**src/hw/rtl/acfp_pkg.sv**
```systemverilog
// Types, codes and decode tables shared by the ASCII CAN frame parser.
`default_nettype none

package acfp_pkg;

  // Input word: one command character
  typedef struct packed {
    logic [7:0] character;
    logic       frame_start;
  } in_item_t;

  // Result word
  typedef struct packed {
    logic [1:0]  item_kind;
    logic [28:0] frame_id;
    logic        extended_id;
    logic        remote_request;
    logic        fd_frame;
    logic        bit_rate_switch;
    logic [6:0]  payload_length;
    logic [7:0]  byte_value;
    logic [5:0]  byte_index;
    logic [1:0]  error_code;
    logic        last_item;
  } out_item_t;

  // Front-end classification of one character
  typedef struct packed {
    logic       start;    // first character of a command
    logic       cmd_ok;   // valid command letter
    logic [3:0] flags;    // format flags decoded from the command letter
    logic       hex_ok;   // character is a hex digit
    logic [3:0] nibble;   // its value
  } class_t;

  // Format flag bit positions
  localparam int unsigned FlagExt = 0;
  localparam int unsigned FlagRtr = 1;
  localparam int unsigned FlagFd  = 2;
  localparam int unsigned FlagBrs = 3;

  // Result kinds
  localparam logic [1:0] KIND_HEADER = 2'd0;
  localparam logic [1:0] KIND_DATA   = 2'd1;
  localparam logic [1:0] KIND_ERROR  = 2'd2;

  // Error codes
  localparam logic [1:0] ERR_CMD  = 2'd0;
  localparam logic [1:0] ERR_ID   = 2'd1;
  localparam logic [1:0] ERR_DLC  = 2'd2;
  localparam logic [1:0] ERR_DATA = 2'd3;

  // Identifier digit counts
  localparam logic [3:0] EXT_DIGITS = 4'd8;
  localparam logic [3:0] STD_DIGITS = 4'd3;

  // Parser phase
  typedef enum logic [1:0] {
    PH_IDLE,
    PH_ID,
    PH_DLC,
    PH_DATA
  } phase_e;

  // DLC digit to payload byte count
  function automatic logic [6:0] dlc_length(input logic [3:0] dlc);
    logic [6:0] len;
    unique case (dlc)
      4'd9:    len = 7'd12;
      4'd10:   len = 7'd16;
      4'd11:   len = 7'd20;
      4'd12:   len = 7'd24;
      4'd13:   len = 7'd32;
      4'd14:   len = 7'd48;
      4'd15:   len = 7'd64;
      default: len = {3'd0, dlc};
    endcase
    return len;
  endfunction

endpackage

`default_nettype wire

```
**src/hw/rtl/ascii_can_frame_parser_top.sv**
```systemverilog
// Top level of the ASCII CAN command parser: front end, queue and back end.
//
//  channel | direction | handshake             | word
//  --------+-----------+-----------------------+----------------------------
//  in      | input     | in_valid_i/in_ready_o | acfp_pkg::in_item_t
//  out     | output    | out_valid_o/out_ready_i| acfp_pkg::out_item_t
//
// One character is accepted per cycle while the two-entry queue has room.
// An accepted character is written into the queue; the parser then decodes it
// from the queue and registers any result in the output register.
// The parser takes a queued character whenever the output register is empty
// or being read; a stalled output fills the queue and then drops in_ready_o.
// Reset (rst_ni low, asynchronous) empties the queue and puts the parser idle.
`default_nettype none

module ascii_can_frame_parser_top (
  input  wire                 logic clk_i,
  input  wire                 logic rst_ni,
  input  wire                 logic in_valid_i,
  output logic                      in_ready_o,
  input  wire  acfp_pkg::in_item_t  in_data_i,
  output logic                      out_valid_o,
  input  wire                 logic out_ready_i,
  output acfp_pkg::out_item_t       out_data_o
);
  import acfp_pkg::*;

  logic   push;
  class_t push_data;
  logic   queue_full;
  logic   q_valid;
  logic   q_pop;
  class_t q_data;

  acfp_front u_front (
    .in_valid_i   (in_valid_i),
    .in_ready_o   (in_ready_o),
    .in_data_i    (in_data_i),
    .push_o       (push),
    .push_data_o  (push_data),
    .queue_full_i (queue_full)
  );

  acfp_queue u_queue (
    .clk_i       (clk_i),
    .rst_ni      (rst_ni),
    .push_i      (push),
    .push_data_i (push_data),
    .full_o      (queue_full),
    .valid_o     (q_valid),
    .pop_i       (q_pop),
    .pop_data_o  (q_data)
  );

  acfp_back u_back (
    .clk_i       (clk_i),
    .rst_ni      (rst_ni),
    .q_valid_i   (q_valid),
    .q_data_i    (q_data),
    .q_pop_o     (q_pop),
    .out_valid_o (out_valid_o),
    .out_ready_i (out_ready_i),
    .out_data_o  (out_data_o)
  );

endmodule

`default_nettype wire

```
**src/hw/rtl/acfp_front.sv**
```systemverilog
// Front end: classifies each incoming character and hands it to the queue.
`default_nettype none

module acfp_front (
  input  wire                logic in_valid_i,
  output logic                     in_ready_o,
  input  wire  acfp_pkg::in_item_t in_data_i,
  output logic                     push_o,
  output acfp_pkg::class_t         push_data_o,
  input  wire                logic queue_full_i
);
  import acfp_pkg::*;

  logic [7:0] c;
  logic [7:0] upper;
  logic       is_upper;
  logic       is_lower;

  assign c        = in_data_i.character;
  assign is_upper = (c >= 8'h41) && (c <= 8'h5A);
  assign is_lower = (c >= 8'h61) && (c <= 8'h7A);
  assign upper    = (is_upper || is_lower) ? (c & 8'hDF) : 8'h00;

  // Command letter and hex digit decode
  always_comb begin
    push_data_o        = '0;
    push_data_o.start  = in_data_i.frame_start;
    push_data_o.flags[FlagExt] = is_upper;
    push_data_o.cmd_ok = 1'b1;
    unique case (upper)
      8'h42: begin // B
        push_data_o.flags[FlagFd]  = 1'b1;
        push_data_o.flags[FlagBrs] = 1'b1;
      end
      8'h44: push_data_o.flags[FlagFd]  = 1'b1; // D
      8'h52: push_data_o.flags[FlagRtr] = 1'b1; // R
      8'h54: ;                                  // T
      default: push_data_o.cmd_ok = 1'b0;
    endcase

    if ((c >= 8'h30) && (c <= 8'h39)) begin
      push_data_o.hex_ok = 1'b1;
      push_data_o.nibble = 4'(c - 8'h30);
    end else if ((c >= 8'h41) && (c <= 8'h46)) begin
      push_data_o.hex_ok = 1'b1;
      push_data_o.nibble = 4'(c - 8'h37);
    end else if ((c >= 8'h61) && (c <= 8'h66)) begin
      push_data_o.hex_ok = 1'b1;
      push_data_o.nibble = 4'(c - 8'h57);
    end
  end

  assign in_ready_o = !queue_full_i;
  assign push_o     = in_valid_i && !queue_full_i;

endmodule

`default_nettype wire

```
**src/hw/rtl/acfp_queue.sv**
```systemverilog
// Two-entry queue of classified characters between front and back ends.
`default_nettype none

module acfp_queue (
  input  wire              logic clk_i,
  input  wire              logic rst_ni,
  input  wire              logic push_i,
  input  wire  acfp_pkg::class_t push_data_i,
  output logic                   full_o,
  output logic                   valid_o,
  input  wire              logic pop_i,
  output acfp_pkg::class_t       pop_data_o
);
  import acfp_pkg::*;

  class_t     mem_q [2];
  logic       wr_ptr_q, wr_ptr_d;
  logic       rd_ptr_q, rd_ptr_d;
  logic [1:0] count_q, count_d;

  assign full_o     = (count_q == 2'd2);
  assign valid_o    = (count_q != 2'd0);
  assign pop_data_o = mem_q[rd_ptr_q];

  // Pointer and fill count update
  always_comb begin
    wr_ptr_d = push_i ? !wr_ptr_q : wr_ptr_q;
    rd_ptr_d = pop_i  ? !rd_ptr_q : rd_ptr_q;
    count_d  = count_q + 2'(push_i) - 2'(pop_i);
  end

  always_ff @(posedge clk_i or negedge rst_ni) begin
    if (!rst_ni) begin
      wr_ptr_q <= 1'b0;
      rd_ptr_q <= 1'b0;
      count_q  <= 2'd0;
    end else begin
      wr_ptr_q <= wr_ptr_d;
      rd_ptr_q <= rd_ptr_d;
      count_q  <= count_d;
    end
  end

  // Storage
  always_ff @(posedge clk_i) begin
    if (push_i) begin
      mem_q[wr_ptr_q] <= push_data_i;
    end
  end

`ifndef SYNTH
  a_no_overflow: assert property (@(posedge clk_i) disable iff (!rst_ni)
    full_o |-> !push_i)
    else $error("queue written while full");

  a_no_underflow: assert property (@(posedge clk_i) disable iff (!rst_ni)
    pop_i |-> valid_o)
    else $error("queue read while empty");
`endif

endmodule

`default_nettype wire

```
**src/hw/rtl/acfp_back.sv**
```systemverilog
// Back end: command parser state machine with the result output register.
`default_nettype none

module acfp_back (
  input  wire              logic  clk_i,
  input  wire              logic  rst_ni,
  input  wire              logic  q_valid_i,
  input  wire  acfp_pkg::class_t  q_data_i,
  output logic                    q_pop_o,
  output logic                    out_valid_o,
  input  wire              logic  out_ready_i,
  output acfp_pkg::out_item_t     out_data_o
);
  import acfp_pkg::*;

  phase_e      phase_q, phase_d;
  logic [3:0]  flags_q, flags_d;
  logic [28:0] id_q, id_d;
  logic [3:0]  cnt_q, cnt_d;
  logic [6:0]  len_q, len_d;
  logic [5:0]  done_q, done_d;
  logic [3:0]  hi_q, hi_d;
  logic        pend_q, pend_d;
  logic        out_valid_q, out_valid_d;
  out_item_t   out_q, out_d;

  logic        emit;
  out_item_t   res;
  logic [3:0]  need;
  logic [6:0]  next_idx;
  logic        is_last;

  // A word leaves the queue whenever the output register can take a result
  assign q_pop_o  = q_valid_i && (!out_valid_q || out_ready_i);
  assign need     = flags_q[FlagExt] ? EXT_DIGITS : STD_DIGITS;
  assign next_idx = {1'b0, done_q} + 7'd1;
  assign is_last  = (next_idx >= len_q);

  // Parser next state and result
  always_comb begin
    phase_d = phase_q;
    flags_d = flags_q;
    id_d    = id_q;
    cnt_d   = cnt_q;
    len_d   = len_q;
    done_d  = done_q;
    hi_d    = hi_q;
    pend_d  = pend_q;
    emit    = 1'b0;

    // Common frame fields
    res                 = '0;
    res.frame_id        = flags_q[FlagExt] ? id_q : {18'd0, id_q[10:0]};
    res.extended_id     = flags_q[FlagExt];
    res.remote_request  = flags_q[FlagRtr];
    res.fd_frame        = flags_q[FlagFd];
    res.bit_rate_switch = flags_q[FlagBrs];

    if (q_pop_o) begin
      if (q_data_i.start) begin
        if (q_data_i.cmd_ok) begin
          flags_d = q_data_i.flags;
          id_d    = '0;
          cnt_d   = '0;
          len_d   = '0;
          done_d  = '0;
          hi_d    = '0;
          pend_d  = 1'b0;
          phase_d = PH_ID;
        end else begin
          flags_d        = '0;
          id_d           = '0;
          len_d          = '0;
          emit           = 1'b1;
          res            = '0;
          res.item_kind  = KIND_ERROR;
          res.error_code = ERR_CMD;
          res.last_item  = 1'b1;
          phase_d        = PH_IDLE;
        end
      end else if (phase_q != PH_IDLE && !q_data_i.hex_ok) begin
        // Bad digit in any active phase
        emit           = 1'b1;
        res            = '0;
        res.item_kind  = KIND_ERROR;
        res.last_item  = 1'b1;
        phase_d        = PH_IDLE;
        unique case (phase_q)
          PH_ID:   res.error_code = ERR_ID;
          PH_DLC:  res.error_code = ERR_DLC;
          default: res.error_code = ERR_DATA;
        endcase
      end else begin
        unique case (phase_q)
          PH_ID: begin
            id_d  = {id_q[24:0], q_data_i.nibble};
            cnt_d = cnt_q + 4'd1;
            if (cnt_d >= need) begin
              phase_d = PH_DLC;
            end
          end
          PH_DLC: begin
            len_d              = dlc_length(q_data_i.nibble);
            done_d             = '0;
            pend_d             = 1'b0;
            emit               = 1'b1;
            res.item_kind      = KIND_HEADER;
            res.payload_length = len_d;
            res.last_item      = (len_d == 7'd0);
            phase_d            = (len_d == 7'd0) ? PH_IDLE : PH_DATA;
          end
          PH_DATA: begin
            if (!pend_q) begin
              hi_d   = q_data_i.nibble;
              pend_d = 1'b1;
            end else begin
              pend_d             = 1'b0;
              emit               = 1'b1;
              res.item_kind      = KIND_DATA;
              res.payload_length = len_q;
              res.byte_value     = {hi_q, q_data_i.nibble};
              res.byte_index     = done_q;
              res.last_item      = is_last;
              done_d             = done_q + 6'd1;
              if (is_last) begin
                phase_d = PH_IDLE;
              end
            end
          end
          default: ; // idle: characters without a start mark are dropped
        endcase
      end
    end

    // Output register
    out_d       = out_q;
    out_valid_d = out_valid_q;
    if (emit) begin
      out_d       = res;
      out_valid_d = 1'b1;
    end else if (out_ready_i) begin
      out_valid_d = 1'b0;
    end
  end

  always_ff @(posedge clk_i or negedge rst_ni) begin
    if (!rst_ni) begin
      phase_q     <= PH_IDLE;
      flags_q     <= '0;
      id_q        <= '0;
      cnt_q       <= '0;
      len_q       <= '0;
      done_q      <= '0;
      hi_q        <= '0;
      pend_q      <= 1'b0;
      out_valid_q <= 1'b0;
    end else begin
      phase_q     <= phase_d;
      flags_q     <= flags_d;
      id_q        <= id_d;
      cnt_q       <= cnt_d;
      len_q       <= len_d;
      done_q      <= done_d;
      hi_q        <= hi_d;
      pend_q      <= pend_d;
      out_valid_q <= out_valid_d;
    end
  end

  // Result payload
  always_ff @(posedge clk_i) begin
    out_q <= out_d;
  end

  assign out_valid_o = out_valid_q;
  assign out_data_o  = out_q;

`ifndef SYNTH
  a_error_clean: assert property (@(posedge clk_i) disable iff (!rst_ni)
    (out_valid_q && out_q.item_kind == KIND_ERROR) |->
      (out_q.last_item && out_q.frame_id == '0 && out_q.payload_length == '0))
    else $error("error word carries frame fields");

  a_id_count: assert property (@(posedge clk_i) disable iff (!rst_ni)
    (phase_q == PH_ID) |-> (cnt_q < need))
    else $error("identifier digit count overran");

  a_data_range: assert property (@(posedge clk_i) disable iff (!rst_ni)
    (phase_q == PH_DATA) |-> (len_q != '0 && {1'b0, done_q} < len_q))
    else $error("data byte position beyond payload length");
`endif

endmodule

`default_nettype wire

```
**config.mk**
```make
export PLATFORM = sky130hd
export DESIGN_NAME = ascii_can_frame_parser_top
export DESIGN_NICKNAME = d
export VERILOG_FILES = /design/src/hw/rtl/acfp_pkg.sv /design/src/hw/rtl/ascii_can_frame_parser_top.sv /design/src/hw/rtl/acfp_front.sv /design/src/hw/rtl/acfp_queue.sv /design/src/hw/rtl/acfp_back.sv
export SDC_FILE = /design/constraint.sdc
export NUM_CORES = 1
export LEC_CHECK = 0
export BUFFER_PORTS_ARGS = -buffer_cell sky130_fd_sc_hd__buf_2
export CORE_MARGIN = 2
export CORE_UTILIZATION = 25
export CTS_CLUSTER_DIAMETER = 200
export DETAILED_ROUTE_END_ITERATION = 16
export HOLD_SLACK_MARGIN = 0.02
export PLACE_DENSITY = 0.41
export SETUP_SLACK_MARGIN = 0.02
export SYNTH_ARGS = -nofsm -noshare
export SYNTH_HDL_FRONTEND = slang
export SYNTH_HIERARCHICAL = 1
export SYNTH_SLANG_ARGS = --single-unit
```
**constraint.sdc**
```tcl
create_clock -name clk_i -period 6.99 [get_ports clk_i]
set_clock_uncertainty 0.1 [all_clocks]
set_input_delay 1.0485 -clock clk_i [delete_from_list [all_inputs] [get_ports clk_i]]
set_output_delay 1.0485 -clock clk_i [all_outputs]
set_load 0.02 [all_outputs]
```
Word-level counts from Yosys, hierarchy flattened
Memories as Yosys holds them, arrays and structs flattened.
Cells that the tools add are included.
- $add $sub $neg: 8
- order comparisons: 10
- equal/unequal tests: 22
- multiplexer cells: 74
- reduce and logical (&&, ||, !) cells: 34
- operators by type and width (operator ; count):
    $mux 59 ; 2
    $mux 29 ; 4
    $mux 57 ; 1
    $mux 7 ; 7
    $pmux 7 s7 ; 1
    $mux 21 ; 2
    $mux 4 ; 10
    $mux 33 ; 1
    $eq 8x7->1 const B ; 4
    $le 8x7->1 const B ; 4
    $eq 4x4->1 const B ; 7
    $mux 6 ; 4
    $mux 1 ; 21
    $mux 2 ; 9
    $ge 8x7->1 const B ; 2
    $mux 5 ; 3
    $reduce_and 5->1 ; 3
    $mux 14 ; 1
    $pmux 7 s2 ; 1
    $ne 4x2->1 const B ; 3
    $pmux 6 s2 ; 1
    $reduce_bool 2->1 ; 6
    $ge 8x6->1 const B ; 1
    $le 8x6->1 const B ; 1
    28 further kinds ; 49
- register bits after elaboration: 121
- bits in writable memories: 22
- input port bits: 13
- output and inout port bits: 61
- memories: 1
- memory list (name ; depth ; bits a word ; read ports ; clocked after Yosys merged registers in ; write ports ; RTL line ; source):
    u_queue.mem_q ; 2 ; 11 ; 1 ; 0 ; 1 ; acfp_queue.sv:16 ; class_t mem_q [2];

Logic depth before layout (Yosys ltp)
Gate-level depths: netlist of run 1.
An unclocked memory read counts as a cell.
- depth after elaboration: 12
- gate-level depth with buffers: 8
- depth with buffers taken out: 8

Hierarchy
The synthesis of run 1 kept the hierarchy.
- by module, submodules not included (module ; instances ; cells an instance ; area an instance (µm²) ; sequential area each (µm²)):
    acfp_back ; 1 ; 394 ; 4986.0 ; 3223.1
    acfp_queue ; 1 ; 49 ; 1028.5 ; 760.7
    acfp_front ; 1 ; 42 ; 320.3 ; 0.0

Least setup slack after synthesis of run 1
OpenSTA, ideal clock, no wires.
- kind: input port to flip-flop
- start point: in out_ready_i
- end point: reg u_back.out_q, in the netlist u_back/out_data_o[0] (enable)
- library setup time: 497 ps
- arrival time: 4547 ps
- required time: 6393 ps
- setup slack: 1846 ps
- stages on the path: 6
- path buffers: 1
- path through: nand2b_1 nand2_1 inv_1 buf_2 nand2_1 a21oi_1
- word-level cells in the longest chain between the ends: 3
- ends and longest elaborated chain (what ; RTL line ; source):
    from (decl) ; ascii_can_frame_parser_top.sv:23 ; input wire logic out_ready_i,
    $logic_or 1x1->1 ; acfp_back.sv:34 ; assign q_pop_o = q_valid_i && (!out_valid_q || out_ready_i);
    $logic_and 1x1->1 ; acfp_back.sv:34 ;
    named net q_pop ; ascii_can_frame_parser_top.sv:32 ; logic q_pop;
    $mux 1 ; acfp_back.sv:59 ; if (q_pop_o) begin
    named net u_back.emit ; acfp_back.sv:27 ; logic emit;
    to (signal assigned) ; acfp_back.sv:172 ; out_q <= out_d;
    to (decl) ; acfp_back.sv:25 ; out_item_t out_q, out_d;
The timed path passes the listed nets, and every way through them passes these cells.
A chain may end at the register's enable or synchronous reset.

==> impl_metrics.toml, run 1 <==
[run_status]
status = "finished clean"

[sta]
setup_ws_ns = 3.56
finalHoldViolations = 0
drv_slew = 0
min_period_over_period_pct = 49.0
setup-tns-final_ns = 0
holdWs_ns = 0.380
tightest_slew_ns = 1.09
fmax_mhz = 292
rsz0062_at_grt = "no"
period_needed_ns = 3.43
setup_violations = 0
slew_headroom_pct = 27.0

[cells_and_area]
layout_commonest_cell = "edfxtp_1"
layout_common_cells = "edfxtp_1, buf_2, dfrtp_1, nand2_1, a22o_1"
post_route_cells_drive_above_1_share_pct = 25.4
fin_util_pct = 30.4
final_nets = 588
diodes = 0
syn2layout_area_growth_pct = 20.0

[synth]
async_reset_ff_share_pct = 43.4
synth_edf_count = 81
synth_nets = 516
syn_area_um2 = 6330
ys.flop_type = "edfxtp_1"
ys_types = 56
avgSynthCellArea_um2 = 13.1
ys.warnings.count = 6
yosysSeqAreaShare_pct = 62.9
synthCells = 485
ys_seq_elements = 143

[worst_setup_path]
crit_type = "reg2reg"
rr_startpoint = "u_queue/rd_ptr_q"
regToRegEndpoint = "u_back/out_data_o[24]"
path_max_fanout = 39
crit_family = "flip-flops"
r2r_cells = 5
endpoint_kind = "flop"
slowest_delay_ns = 0.77
cp_data_arrival_time_ns = 3.39
cp_slowest_cell = "dfrtp_1"
r2r_slack_ns = 3.56
worstPathRequired_ns = 6.95
setup.worst_path.start_class = "flop"
worst_path_most_repeated_cell = "nand2_1"
cp.depth = 5
critical_path.cell_chain = "mux2_2 -> nand2_1 -> nand2_1 -> a21oi_4 -> buf_4"
critical_path_buf_inv_count = 1

[floorplan]
start_util_pct = 25.3
ioPinCount = 74
coreArea_um2 = 25000
rows = 58
die_y_um = 163
die_x_um = 163
die_area_um2 = 26600

[global_routing]
grt_pass1_vias = 4137
grt_max_degree = 63
grt_pass1_wl_um = 22300
antenna_found_initial = 0
grtUsageTotal_pct = 10.8
gr-total-overflow = 0

[clocking]
clkSinkCount = 143
clockBufferDepth = 2
clk_latency_ns = 0.42
path_clk_slew_ns = 0.06
holdBufCountCts = 0
cts_root_buf = "clkbuf_16"
cts_tree = "done"
cts-buffers-inserted = 17
cts_max_level = 4
post_cts_buffers = 0
cts_resized = 0

[min_path]
holdPathStages = 2
hold_class = "reg2reg"
hold_end = "u_back/flags_q[2]"
hp-start = "u_back/flags_q[2]"

[pwr]
netSwitchingFraction_pct = 38.2
ir_worst_vdd_mv = 0.215
p_switching_uw = 1310
p_seq_share_pct = 40.6
leakagePower_uw = 0.00323
power.density_nw_per_um2 = 451
p_clk_share_pct = 25.6
report.power.total_uw = 3430
comb_power_share_pct = 33.8
intPower_uw = 2120

[job]
drv_cap = 0

[route]
firstDrtPassIters = 4
detail_route.vias_per_cell = 4.40
remaining_drc_errors = 0
drt-initial-drc-count = 305
post_drt_wl_per_cell_um = 15.1
wirelength_um = 13600
drtAntennaViolNets = 0
num_vias = 3964

[placed_design]
hpwl_um = 9180
place_ws_ns = 3.29
portBuffers = 73
gp_congestion = 0.753
==> synth_stat cells, types with 12 or more instances <==
| cell | instances | area share, % |
|---|---|---|
| ha_1 | 18 | 3.6 |
| nor2_1 | 13 | 0.77 |
| and3_1 | 21 | 2.1 |
| edfxtp_1 | 81 | 38 |
| o21ai_0 | 19 | 1.5 |
| a22o_1 | 31 | 4.3 |
| inv_1 | 21 | 1.2 |
| mux2_2 | 12 | 2.1 |
| nand3_1 | 12 | 0.95 |
| and2_1 | 30 | 3.0 |
| dfrtp_1 | 62 | 24 |
| nand2_1 | 39 | 2.3 |
==> state kept, by name, summed over array words and instances (netlist names), 4 cells and up <==
| register | count |
|---|---|
| u_back/cnt_q | 4 |
| u_back/done_q | 6 |
| u_back/flags_q | 4 |
| u_back/hi_q | 4 |
| u_back/id_q | 29 |
| u_back/len_q | 7 |
| u_back/out_data_o | 59 |
| u_queue/mem_q | 22 |
==> cells by family after synthesis <==
family                     count (synthesis)  share of synthesized area [%]
buffers and inverters                     46                           3.38
AOI/OAI and AO/OA                         86                           9.99
xor gates and xnor gates                  11                           1.76
muxes                                     25                           4.90
DFF                                      143                           62.9
and+or+nand+nor                          156                           13.5
adders and majority gates                 18                           3.56
==> worst max-delay path by stage <==
stage	from	slack [ns]	end
2_1_floorplan	out_ready_i	1.85	u_back/out_data_o[0]
3_3_place_gp	out_ready_i	3.38	u_back/out_data_o[51]
3_5_place_dp	out_ready_i	3.29	u_back/out_data_o[51]
4_1_cts	u_queue/rd_ptr_q	3.52	u_back/out_data_o[51]
5_1_grt	u_queue/rd_ptr_q	3.34	u_back/out_data_o[41]
6_report	u_queue/rd_ptr_q	3.56	u_back/out_data_o[24]
==> power groups by stage <==
stage / Sequential (µW) / Combinational (µW) / Clock, µW
4_1_cts: 1400 / 1180 / 904
6_report: 1390 / 1160 / 879
2_1_floorplan: 1600 / 617 / 0
5_1_grt: 1430 / 1280 / 938
3_3_place_gp: 1410 / 1160 / 0
3_5_place_dp: 1410 / 1180 / 0
==> through the flow <==
stage,std cells,area [µm²]
after floorplan,485,6330
after global placement,868,7030
after detailed placement,868,7030
after CTS,900,7600
after global routing,900,7600
final,900,7600
==> layer usage <==
layer,vias to the layer above,track usage [%],share of wire (%)
met4,0,4.26,1.7
li1,1913,-,-
met5,-,0,0
met1,1945,14.8,50
met2,89,16.6,44
met3,17,2.64,4.3
==> worst min-delay path: stages, from the launching register on <==
cell and delay (ns):
dfrtp_1 0.34, nand2_1 0.05, o21ai_0 0.06
==> final cells by class <==
type	count	area, µm²
tap	330	413
fill	2533	17400
clock buffer	17	425
clock inverter	15	145
multi-input combinational	296	2150
timing repair buffer	78	403
inverter	21	78.8
sequential	143	3980
Power figures use the tool's default switching activity.
==> inputs of run 2 (changes only) <==
--- a/config.mk
+++ b/config.mk
@@ -11,7 +11,7 @@
 export CTS_CLUSTER_DIAMETER = 200
 export DETAILED_ROUTE_END_ITERATION = 16
 export HOLD_SLACK_MARGIN = 0.02
-export PLACE_DENSITY = 0.41
+export PLACE_DENSITY = 0.42
 export SETUP_SLACK_MARGIN = 0.02
 export SYNTH_ARGS = -nofsm -noshare
 export SYNTH_HDL_FRONTEND = slang
==> constraint.sdc (replaced) <==
create_clock -name clk_i -period 2.9 [get_ports clk_i]
set_clock_uncertainty 0.1 [all_clocks]
set_input_delay 0.435 -clock clk_i [delete_from_list [all_inputs] [get_ports clk_i]]
set_output_delay 0.435 -clock clk_i [all_outputs]
set_load 0.02 [all_outputs]
==> run 2 against run 1 <==
Net effect:
- first-iteration DRC count down 25%
- die area unchanged
- maximum frequency up 42%
- critical path depth up 1
- hold slack worse by 0.23 ns
- via count up 0.13%
- cell count up 0.67%
- combinational power up 150%
- non-clock buffer count up 6
- largest cell class unchanged
- highest routed layer is now met5
==> impl_metrics.toml, run 2 (synthesis gave the netlist of run 1 again) <==
[pwr]
ir_worst_vdd_mv = 0.538
report.power.total_uw = 8310
power.density_nw_per_um2 = 1080
leakagePower_uw = 0.00327

[sta]
period_needed_ns = 2.42
setup_violations = 0
setup_ws_ns = 0.479
min_period_over_period_pct = 83.5
drv_slew = 0
rsz0062_at_grt = "no"
fmax_mhz = 413
slew_headroom_pct = 48.7
setup-tns-final_ns = 0
tightest_slew_ns = 0.759
finalHoldViolations = 0

[route]
wirelength_um = 13500
detail_route.vias_per_cell = 4.38
post_drt_wl_per_cell_um = 14.9
remaining_drc_errors = 0
firstDrtPassIters = 4
num_vias = 3969
drtAntennaViolNets = 0
drt-initial-drc-count = 230

[worst_setup_path]
setup.worst_path.start_class = "flop"
slowest_delay_ns = 0.48
cp_slowest_cell = "dfrtp_1"
r2r_cells = 6
worstPathRequired_ns = 2.88
rr_startpoint = "u_queue/rd_ptr_q"
path_max_fanout = 60
worst_path_most_repeated_cell = "nand2_1"
regToRegEndpoint = "u_back/out_data_o[25]"
endpoint_kind = "flop"
critical_path_buf_inv_count = 2
crit_type = "reg2reg"
critical_path.cell_chain = "buf_4 -> mux2_4 -> nand2_1 -> nand2_1 -> a21oi_4 -> buf_12"
crit_family = "buffers and inverters"
r2r_slack_ns = 0.48
cp_data_arrival_time_ns = 2.40

[floorplan]
die_y_um = 163
rows = 58
die_x_um = 163
start_util_pct = 25.3
die_area_um2 = 26600
coreArea_um2 = 25000
ioPinCount = 74

[cells_and_area]
instances_no_fill = 906
layout_common_cells = "edfxtp_1, buf_2, dfrtp_1, nand2_1, a22o_1"
nFillCells = 2538
post_route_cells_drive_above_1_share_pct = 26.2
largest_reg_flops = 59
layout_commonest_cell = "edfxtp_1"
final_nets = 594
fin_util_pct = 30.7
diodes = 0
syn2layout_area_growth_pct = 21.4

[global_routing]
grt_pass1_vias = 4033
grt_pass1_wl_um = 21200
grtUsageTotal_pct = 10.4
grt_max_degree = 61
antenna_found_initial = 1
gr-total-overflow = 0

[placed_design]
place_ws_ns = 0.493
gp_congestion = 0.803
hpwl_um = 9300
placed_cells = 873
portBuffers = 73

[clocking]
cts-buffers-inserted = 17
cts_max_level = 4
cts_root_buf = "clkbuf_16"
clk_latency_ns = 0.41
clockBufferDepth = 2
cts_tree = "done"
clkSinkCount = 143
path_clk_slew_ns = 0.06
cts_resized = 0

[job]
drv_cap = 0

[min_path]
holdPathStages = 1
hold_end = "u_queue/mem_q[0][10]"
hp-start = "in_data_i[0]"
hold_class = "in2reg"

[run_status]
status = "finished clean"
## run 2: stage by stage
step                      area [µm²]  hold slack (ns)
after global routing            7690            0.118
after floorplan                 6350           0.0394
final                           7690            0.150
after detailed placement        7100            0.250
after CTS                       7690            0.118
after global placement          7100            0.256
## run 2: report_power, final
group | total [µW] | switching (µW) | leakage [µW] | internal [µW]
registers | 3310 | 312 | 0.00161 | 3000
clock network | 2100 | 938 | 0.000282 | 1170
logic | 2900 | 1930 | 0.00137 | 967
## run 2: timing repair
| action | in CTS | in global routing |
|---|---|---|
| buffers inserted | 0 | 0 |
| hold buffers | 1 | 0 |
| hold endpoints to repair | 13 | 0 |
## run 2: metal layers
layer	vias up	track usage [%]	wire [µm]
li1	1932	-	-
met1	1918	13.3	6450
met2	99	16.1	6080
met3	18	3.17	652
met4	2	4.55	261
met5	-	0	13
## run 2: area by class of cell
class / instances / area (µm²) / area share (%)
Clock inverter: 14 / 143 / 1.86
Tap cell: 330 / 413 / 5.37
Inverter: 21 / 78.8 / 1.03
Sequential cell: 143 / 3980 / 51.8
Multi-Input combinational cell: 296 / 2150 / 28.0
Timing Repair Buffer: 84 / 475 / 6.18
Clock buffer: 18 / 439 / 5.71
## run 2: worst max path at each step
stage	from	endpoint	slack (ns)	depth (start not counted)
final	u_queue/rd_ptr_q	u_back/out_data_o[25]	0.48	6
after global placement	u_queue/rd_ptr_q	u_back/out_data_o[21]	0.57	6
after detailed placement	u_queue/rd_ptr_q	u_back/out_data_o[21]	0.49	6
after global routing	u_back/done_q[0]	u_back/out_data_o[0]	0.33	8
after floorplan	u_queue/rd_ptr_q	u_back/out_data_o[0]	0.23	5
after CTS	u_queue/rd_ptr_q	u_back/out_data_o[21]	0.48	6
==> inputs of run 3 (changes only) <==
--- a/config.mk
+++ b/config.mk
@@ -5,6 +5,7 @@
 export SDC_FILE = /design/constraint.sdc
 export NUM_CORES = 1
 export LEC_CHECK = 0
+export ABC_AREA = 1
 export BUFFER_PORTS_ARGS = -buffer_cell sky130_fd_sc_hd__buf_2
 export CORE_MARGIN = 2
 export CORE_UTILIZATION = 25
==> constraint.sdc (replaced) <==
create_clock -name clk_i -period 2.1 [get_ports clk_i]
set_clock_uncertainty 0.1 [all_clocks]
set_input_delay 0.315 -clock clk_i [delete_from_list [all_inputs] [get_ports clk_i]]
set_output_delay 0.315 -clock clk_i [all_outputs]
set_load 0.02 [all_outputs]
==> run 3 against run 2 <==
Net effect:
- hold slack better by 0.047 ns
- maximum frequency is 18% higher
- worst setup slack got worse by 0.44 ns
- cell area is 6.0% higher
- first-iteration DRC count grew 23%
- via count rose by 16%
- clock-buffer cell count unchanged
- critical path depth up 5
- power rose by 50%
- sequential cell count unchanged
- critical path type unchanged
- highest routed layer is now met4
==> impl_metrics.toml, run 3 <==
[pwr]
netSwitchingFraction_pct = 40.3
ir_worst_vdd_mv = 0.657
p_seq_share_pct = 36.4
comb_power_share_pct = 39.8
power.density_nw_per_um2 = 1530
p_clk_share_pct = 23.7
intPower_uw = 7460
leakagePower_uw = 0.00356
p_switching_uw = 5040

[synth]
synth_xor_area_share_pct = 0.945
synth_nets = 682
yosysSeqAreaShare_pct = 61.4
synth_edf_count = 81
yosys-top-cells-count = "inv_1, nand2_1, nor2_1"
synth_area_leaders = "edfxtp_1, dfrtp_1, inv_1"
avgSynthCellArea_um2 = 9.97
ys_seq_elements = 143
ys_types = 34
synth_top_cell_by_area = "edfxtp_1"
yosysMostFrequentCell = "inv_1"
yosys.area_share.simple_pct = 16.9
synth_compound_area_share_pct = 8.76
syn_area_um2 = 6490
synthCells = 651
yosysTopAreaCellShare_pct = 37.5
async_reset_ff_share_pct = 43.4
yosys.area_share.adder_pct = 3.47
ys.warnings.count = 6
synth.area.mux_share_pct = 0
synth_top_family_by_area = "simple AND/OR/NAND/NOR gates"
ys.flop_type = "edfxtp_1"

[global_routing]
grt_max_degree = 38
grt_pass1_wl_um = 23800
antenna_found_initial = 0
gr-total-overflow = 0
grtUsageTotal_pct = 11.4
grt_pass1_vias = 4552

[sta]
slew_headroom_pct = 58.1
fmax_mhz = 486
min_period_over_period_pct = 98.0
tightest_slew_ns = 0.629
drv_slew = 0
period_needed_ns = 2.06
rsz0062_at_grt = "yes"
setup_violations = 0
finalHoldViolations = 0
setup-tns-final_ns = 0

[clocking]
cts_max_level = 4
path_clk_slew_ns = 0.06
cts_root_buf = "clkbuf_16"
clockBufferDepth = 2
clkSinkCount = 143
cts_tree = "done"
cts-buffers-inserted = 17
clk_latency_ns = 0.42

[worst_setup_path]
r2r_slack_ns = 0.04
setup.worst_path.start_class = "flop"
cp_data_arrival_time_ns = 2.13
worstPathRequired_ns = 2.18
path_max_fanout = 3
endpoint_kind = "flop"
crit_type = "reg2reg"

[run_status]
status = "finished clean"

[cells_and_area]
nFillCells = 2626
diodes = 0
layout_common_cells = "inv_1, nand2_1, nor2_1, edfxtp_1, buf_2"
layout_commonest_cell = "inv_1"
final_nets = 794
largest_reg_flops = 59
instances_no_fill = 1106
syn2layout_area_growth_pct = 25.7
post_route_cells_drive_above_1_share_pct = 24.9

[route]
remaining_drc_errors = 0
drtAntennaViolNets = 0
firstDrtPassIters = 6
post_drt_wl_per_cell_um = 13.3
detail_route.vias_per_cell = 4.17
num_vias = 4610
drt-initial-drc-count = 284
wirelength_um = 14700

[placed_design]
gp_congestion = 0.803
hpwl_um = 10700
placed_cells = 1072
portBuffers = 73

[floorplan]
coreArea_um2 = 25300
start_util_pct = 25.6
rows = 58
die_x_um = 165
die_area_um2 = 27300
die_y_um = 165
ioPinCount = 74

[min_path]
hold_class = "in2reg"

[job]
drv_cap = 0
-- run 3: changes by cell type in the layout (fill, tap and decap cells not counted), sizes merged, moves of 10 or more --
cell	previous run	this run
a22o	32	1
and2	31	0
and3	21	0
buf	83	105
inv	29	127
mux2	21	0
nand2	39	113
nand3	12	37
nor2	13	90
nor2b	10	0
o21ai	21	39
o22ai	0	35
-- run 3: power groups by stage --
| stage | sequential, µW | combinational [µW] | clock [µW] |
|---|---|---|---|
| CTS | 4570 | 5010 | 3070 |
| finish | 4560 | 4980 | 2960 |
| detailed placement | 4620 | 4990 | 0 |
| global placement | 4610 | 5020 | 0 |
| floorplan | 5380 | 2400 | 0 |
| global route | 4660 | 5570 | 3180 |
-- run 3: final cells by class --
type                    instances  area (µm²)  share of cell area [%]
well taps                     330         413                    5.07
clock buffers                  18         439                    5.39
flip-flops and latches        143        3990                    48.9
inverters                     120         457                    5.60
repair buffers                107         676                    8.29
clock inverters                14         145                    1.78
multi-input cells             374        2040                    25.0
-- run 3: timing repair --
action | CTS | global route
gates resized for setup | 2 | 17
buffers inserted | 0 | 0
setup endpoints to repair | 2 | 84
hold buffers | 2 | 0
gates cloned | 0 | 0
pin swaps | 0 | 12
hold endpoints to repair | 21 | 0
-- run 3: worst max-delay path: stages, from the launching register on --
cell and delay (ns):
dfrtp_1 0.38, ha_2 0.23, nand4_1 0.13, nand2_1 0.10, inv_1 0.05, ha_1 0.27
nand2_1 0.06, nand2_1 0.06, a21oi_2 0.17, nand2_1 0.06, a21oi_1 0.14, nor2_1 0.05
-- run 3: final timing paths --
check	startpoint	cells after the start	end
max reg2reg	u_back/done_q[0]	11	u_back/out_data_o[0]
max in group asynchronous	rst_ni	3	u_back/len_q[5]
min reg2reg	u_queue/wr_ptr_q	1	u_queue/wr_ptr_q
min	in_data_i[5]	2	u_queue/mem_q[0][7]
min in group asynchronous	rst_ni	2	u_back/len_q[0]
max	u_back/done_q[0]	11	u_back/out_data_o[0]
-- run 3: per-layer routing --
metal / vias to the layer above / part of all wire, % / GRT usage, %
li1: 2364 / - / -
met1: 2160 / 49 / 15.5
met2: 71 / 46 / 17.8
met3: 15 / 2.9 / 2.22
met4: 0 / 1.4 / 4.55
met5: - / 0 / 0
-- run 3: logic make-up (layout without fill, tap and decap cells) --
family,count (synthesis),after routing
buffers and inverters,134,259
xor gates and xnor gates,7,7
adders and majority gates,18,18
DFF,143,143
AOI/OAI and AO/OA,94,94
and+or+nand+nor,255,255
-- run 3: through the flow --
stage               area [µm²]  utilization [%]  hold WS (ns)  power [µW]  worst slack [ns]
CTS                       8090             31.9         0.174       12700            0.0579
global placement          7480             29.5         0.279        9630            0.0463
finish                    8150             32.2         0.197       12500            0.0416
floorplan                 6520                -       -0.0806        7780            -0.299
global route              8150             32.2         0.194       13400            -0.110
detailed placement        7480             29.5         0.282        9610            0.0288
